### src/rtl/core/rva_pkg.sv
`default_nettype none
// ----------------------------------------------------------------------------
// rva_pkg
// Types, constants and the arctangent table of the axis rotation block.
// ----------------------------------------------------------------------------
package rva_pkg;

  localparam int ATAN_ENTRIES = 24;
  localparam logic signed [33:0] CORDIC_GAIN_Q30 = 34'sd652032874;
  localparam logic signed [17:0] ONE_Q15 = 18'sd32768;

  typedef logic signed [15:0] comp_t;

  typedef struct packed {
    comp_t vec_x;
    comp_t vec_y;
    comp_t vec_z;
    comp_t axis_x;
    comp_t axis_y;
    comp_t axis_z;
    comp_t turn_angle;
  } in_item_t;

  typedef struct packed {
    comp_t rot_x;
    comp_t rot_y;
    comp_t rot_z;
    logic  clipped;
  } out_item_t;

  // cordic state carried between stages
  typedef struct packed {
    logic signed [33:0] x;
    logic signed [33:0] y;
    logic signed [33:0] z;
    logic               flip;
  } cordic_t;

  function automatic logic signed [33:0] atan_unit(input int idx);
    logic signed [33:0] a;
    case (idx)
      0:  a = 34'sh20000000;
      1:  a = 34'sh12E4051E;
      2:  a = 34'sh09FB385B;
      3:  a = 34'sh051111D4;
      4:  a = 34'sh028B0D43;
      5:  a = 34'sh0145D7E1;
      6:  a = 34'sh00A2F61E;
      7:  a = 34'sh00517C55;
      8:  a = 34'sh0028BE53;
      9:  a = 34'sh00145F2F;
      10: a = 34'sh000A2F98;
      11: a = 34'sh000517CC;
      12: a = 34'sh00028BE6;
      13: a = 34'sh000145F3;
      14: a = 34'sh0000A2FA;
      15: a = 34'sh0000517D;
      16: a = 34'sh000028BE;
      17: a = 34'sh0000145F;
      18: a = 34'sh00000A30;
      19: a = 34'sh00000518;
      20: a = 34'sh0000028C;
      21: a = 34'sh00000146;
      22: a = 34'sh000000A3;
      23: a = 34'sh00000051;
      default: a = '0;
    endcase
    return a;
  endfunction

endpackage
`default_nettype wire

### src/rtl/core/rva_cordic_stage.sv
`default_nettype none
// ----------------------------------------------------------------------------
// rva_cordic_stage
// One registered cordic micro-rotation, enabled by the pipeline advance.
// ----------------------------------------------------------------------------
module rva_cordic_stage #(
  parameter int STEP = 0
) (
  input  wire logic             clk,
  input  wire logic             en,
  input  wire rva_pkg::cordic_t d_in,
  output rva_pkg::cordic_t      d_out
);

  rva_pkg::cordic_t d_nxt;
  rva_pkg::cordic_t d_r;

  always_comb begin
    d_nxt = d_in;
    if (STEP < rva_pkg::ATAN_ENTRIES) begin
      if (!d_in.z[33]) begin
        d_nxt.x = d_in.x - (d_in.y >>> STEP);
        d_nxt.y = d_in.y + (d_in.x >>> STEP);
        d_nxt.z = d_in.z - rva_pkg::atan_unit(STEP);
      end else begin
        d_nxt.x = d_in.x + (d_in.y >>> STEP);
        d_nxt.y = d_in.y - (d_in.x >>> STEP);
        d_nxt.z = d_in.z + rva_pkg::atan_unit(STEP);
      end
    end
  end

  always_ff @(posedge clk) begin
    if (en) d_r <= d_nxt;
  end

  assign d_out = d_r;

endmodule
`default_nettype wire

### config.mk
export PLATFORM = sky130hd
export DESIGN_NAME = rva_cordic_stage
export DESIGN_NICKNAME = d
export VERILOG_FILES = /design/src/rtl/core/rva_pkg.sv /design/src/rtl/core/rva_cordic_stage.sv
export SDC_FILE = /design/constraint.sdc
export NUM_CORES = 1
export LEC_CHECK = 0
export BUFFER_PORTS_ARGS = -buffer_cell sky130_fd_sc_hd__buf_2
export CELL_PAD_IN_SITES_DETAIL_PLACEMENT = 1
export CELL_PAD_IN_SITES_GLOBAL_PLACEMENT = 1
export CORE_ASPECT_RATIO = 2
export CORE_UTILIZATION = 41
export CTS_CLUSTER_DIAMETER = 40
export CTS_CLUSTER_SIZE = 25
export DETAILED_ROUTE_END_ITERATION = 8
export PLACE_DENSITY = 0.79
export SYNTH_ARGS = -nofsm -noshare
export SYNTH_HDL_FRONTEND = slang
export SYNTH_SLANG_ARGS = --single-unit
### constraint.sdc
create_clock -name clk -period 3 [get_ports clk]
set_input_delay 0.15 -clock clk [delete_from_list [all_inputs] [get_ports clk]]
set_output_delay 0.15 -clock clk [all_outputs]
set_load 0.01 [all_outputs]
==> results.toml <==
[drt]
dr.pass1.iters = 5
vias = 9267
viasPerCell = 5.738
routedWlPerCell_um = 21.89
drcViolationCount = 0
drtIter0Drc = 421
routed_wirelength_um = 35350
ant_nets = 0

[sta]
tns_ns = 0
setup_viol = 0
report.final.slew_viol_count = 0
rsz0062_at_grt = "no"
min_period_ns = 2.881
relSlewSlack = 0.6037
worst_slew_pin_slew_ns = 0.5944
setup_ws_ns = 0.1189
finalCritPeriodShare = 0.9604
hold_viol_final = 0
timing.fmax_ghz = 0.3471

[pwr]
ir_drop_mv = 0.3752
p_per_area_nw_per_um2 = 448.7
p_leak_nw = 5.413
design_power_total_mw = 5.256

[layout]
multi_input_area_um2 = 5314
regArea_um2 = 3063
nFillCells = 2632
drive_gt1_frac = 0.2737
final_cells = 1615
finish.net_count = 1547
syn2layout_area_growth_pct = 30.81
largest_reg_flops = 102
post-route-util = 0.5450

[synthesis]
ys_warn_count = 0
yosysSeqAreaShare = 0.3421
synth_edf_count = 102
syn_avg_cell_area_um2 = 8.847
synth_cells = 1012
synth_area_um2 = 8954
async_reset_ff_frac = 0
ys_seq_elements = 102
synth_flop_cell = "edfxtp_1"
ys_types = 72
syn_nets = 1223

[global_route]
grt_busiest_layer = "met2"
antenna_found_initial = 1
met1_usage = 0.2684
met3_usage = 0.05770
grt_first_pass_wirelength_um = 53250
grt_max_degree = 89
grt_overflow = 0
track_usage = 0.3168
grt_pass1_vias = 10050
met2_usage = 0.6185

[outcome]
status = "complete, no violations"

[critical_path]
critPathKind = "input port to flip-flop"
start_kind = "input port"
path_buf_inv = 3
crit_family = "simple AND/OR/NAND/NOR gates"
arrival_ns = 3.01
cp_common_cell = "o21ai_0"
setup.worst_path.end_class = "flip-flop"
crit_slowest_cell = "xnor2_1"
slowest_delay_ns = 0.41
path_cells = "buf_2 > inv_1 > ha_1 > nand2_1 > nor3_1 > o21ai_0 > and3_1 > buf_4 > nor4_2 > nor2_1 > o311ai_0 > o21ai_0 > xnor2_1"
crit_fanout = 4
crit_required_ns = 3.13

[clocking]
cts_buffers = 9
cts_tree = "yes"
cts_root_buf = "clkbuf_16"
htreeDepth = 3
clkSlewWorstSetupHoldPaths_ns = 0.08
cts.sinks = 102
ctsLongestPathBuffers = 2

[floorplan]
start_util = 0.4166
dieArea_um2 = 22470
coreArea_um2 = 21490
die_y_um = 211.0
fp-row-count = 76
ios = 208
die_x_um = 106.5

[job]
cap_violations = 0

[placement]
hpwl_um = 28680
gp_congestion = 0.9760
portBuffers = 207
dp_slack_ns = -0.2648
place_inst = 1568

[min_path]
hold_class = "input port to flip-flop"
==> per-stage QoR <==
step	area [um2]	hold slack (ns)
3_3_place_gp	11090	0.3268
4_1_cts	11700	0.03705
5_1_grt	11710	0.04278
6_report	11710	0.04668
2_1_floorplan	8954	0.2489
3_5_place_dp	11090	0.3283
==> layout make-up <==
class                           instances  area share
Multi-Input combinational cell        757      0.4537
Timing Repair Buffer                  358      0.1951
Inverter                              108     0.03461
Clock inverter                          7    0.006516
Antenna cell                            1   0.0002137
Tap cell                              273     0.02916
Clock buffer                            9     0.01923
Sequential cell                       102      0.2615
==> final timing paths <==
| check | slack, ns | startpoint | depth (start not counted) | endpoint |
|---|---|---|---|---|
| max | 0.12 | d_in[43] | 13 | d_out[56]$_DFFE_PP_ |
| min | 0.05 | d_in[30] | 2 | d_out[30]$_DFFE_PP_ |
==> repair_timing <==
item,4_1_cts,5_1_grt
endpoints found under the setup margin,0,3
setup buffers,0,0
hold endpoints to repair,30,0
gates resized for setup,0,2
hold buffers,30,0
==> cell usage after synthesis, drive strengths merged (10+ instances only) <==
library cell	instances	area, um2
a21oi	125	625.6
inv	106	397.9
edfxtp	102	3063
ha	102	1276
nor2	81	304.0
o21ai	72	360.3
xnor2	57	499.2
nand2	51	191.4
clkbuf	25	93.84
nor3	25	125.1
o21bai	22	165.2
a21o	20	150.1
buf	20	91.34
mux2i	15	150.1
o31ai	15	112.6
o211ai	13	97.59
nand2b	11	68.82
nand4	10	62.56
==> layer usage <==
metal | vias to the layer above | wire length, um
li1 | 4271 | -
met1 | 4481 | 11000
met2 | 348 | 19850
met3 | 167 | 1438
met4 | 0 | 3056
met5 | - | 0
==> cell usage in the layout (no fill, tap or decap), types with 4 or more instances in the layout <==
master / Yosys / layout
fa_1: 4 / 4
a21oi_1: 125 / 125
inv_1: 99 / 99
xnor2_1: 57 / 57
o21a_1: 4 / 4
nor4_1: 6 / 5
a221oi_1: 4 / 4
nand2b_1: 11 / 11
nor3_1: 25 / 25
nand3_1: 8 / 8
buf_2: 10 / 206
buf_4: 1 / 119
a31oi_1: 9 / 9
a211o_1: 4 / 4
mux2i_1: 15 / 15
ha_1: 102 / 102
o211ai_1: 13 / 13
and3_1: 4 / 4
inv_2: 7 / 7
and2_1: 6 / 6
nand4_1: 10 / 10
or3_1: 6 / 6
o21bai_1: 22 / 22
o21ai_1: 9 / 9
xor2_1: 8 / 8
a21o_1: 20 / 20
edfxtp_1: 102 / 102
nand2_1: 51 / 51
clkbuf_16: 0 / 9
o21ai_0: 63 / 63
nor2b_1: 8 / 8
nor2_1: 81 / 81
dlygate4sd3_1: 0 / 30
a211oi_1: 9 / 9
or2_2: 5 / 5
o31ai_1: 15 / 15
==> where the power goes <==
group / switching, mW / internal [mW]
registers: 0.0665 / 1.84
clock network: 0.598 / 0.658
logic: 1.24 / 0.854
total: 1.91 / 3.35
==> kinds of logic after synthesis <==
kind of cell / Yosys count / synth area share
flops: 102 / 0.3421
fa+ha+maj: 106 / 0.1515
mux: 16 / 0.01803
xor+xnor: 65 / 0.06358
buf+inv: 153 / 0.06596
simple gates: 236 / 0.1277
compound gates: 334 / 0.2311
(Power assumes the default switching activity.)
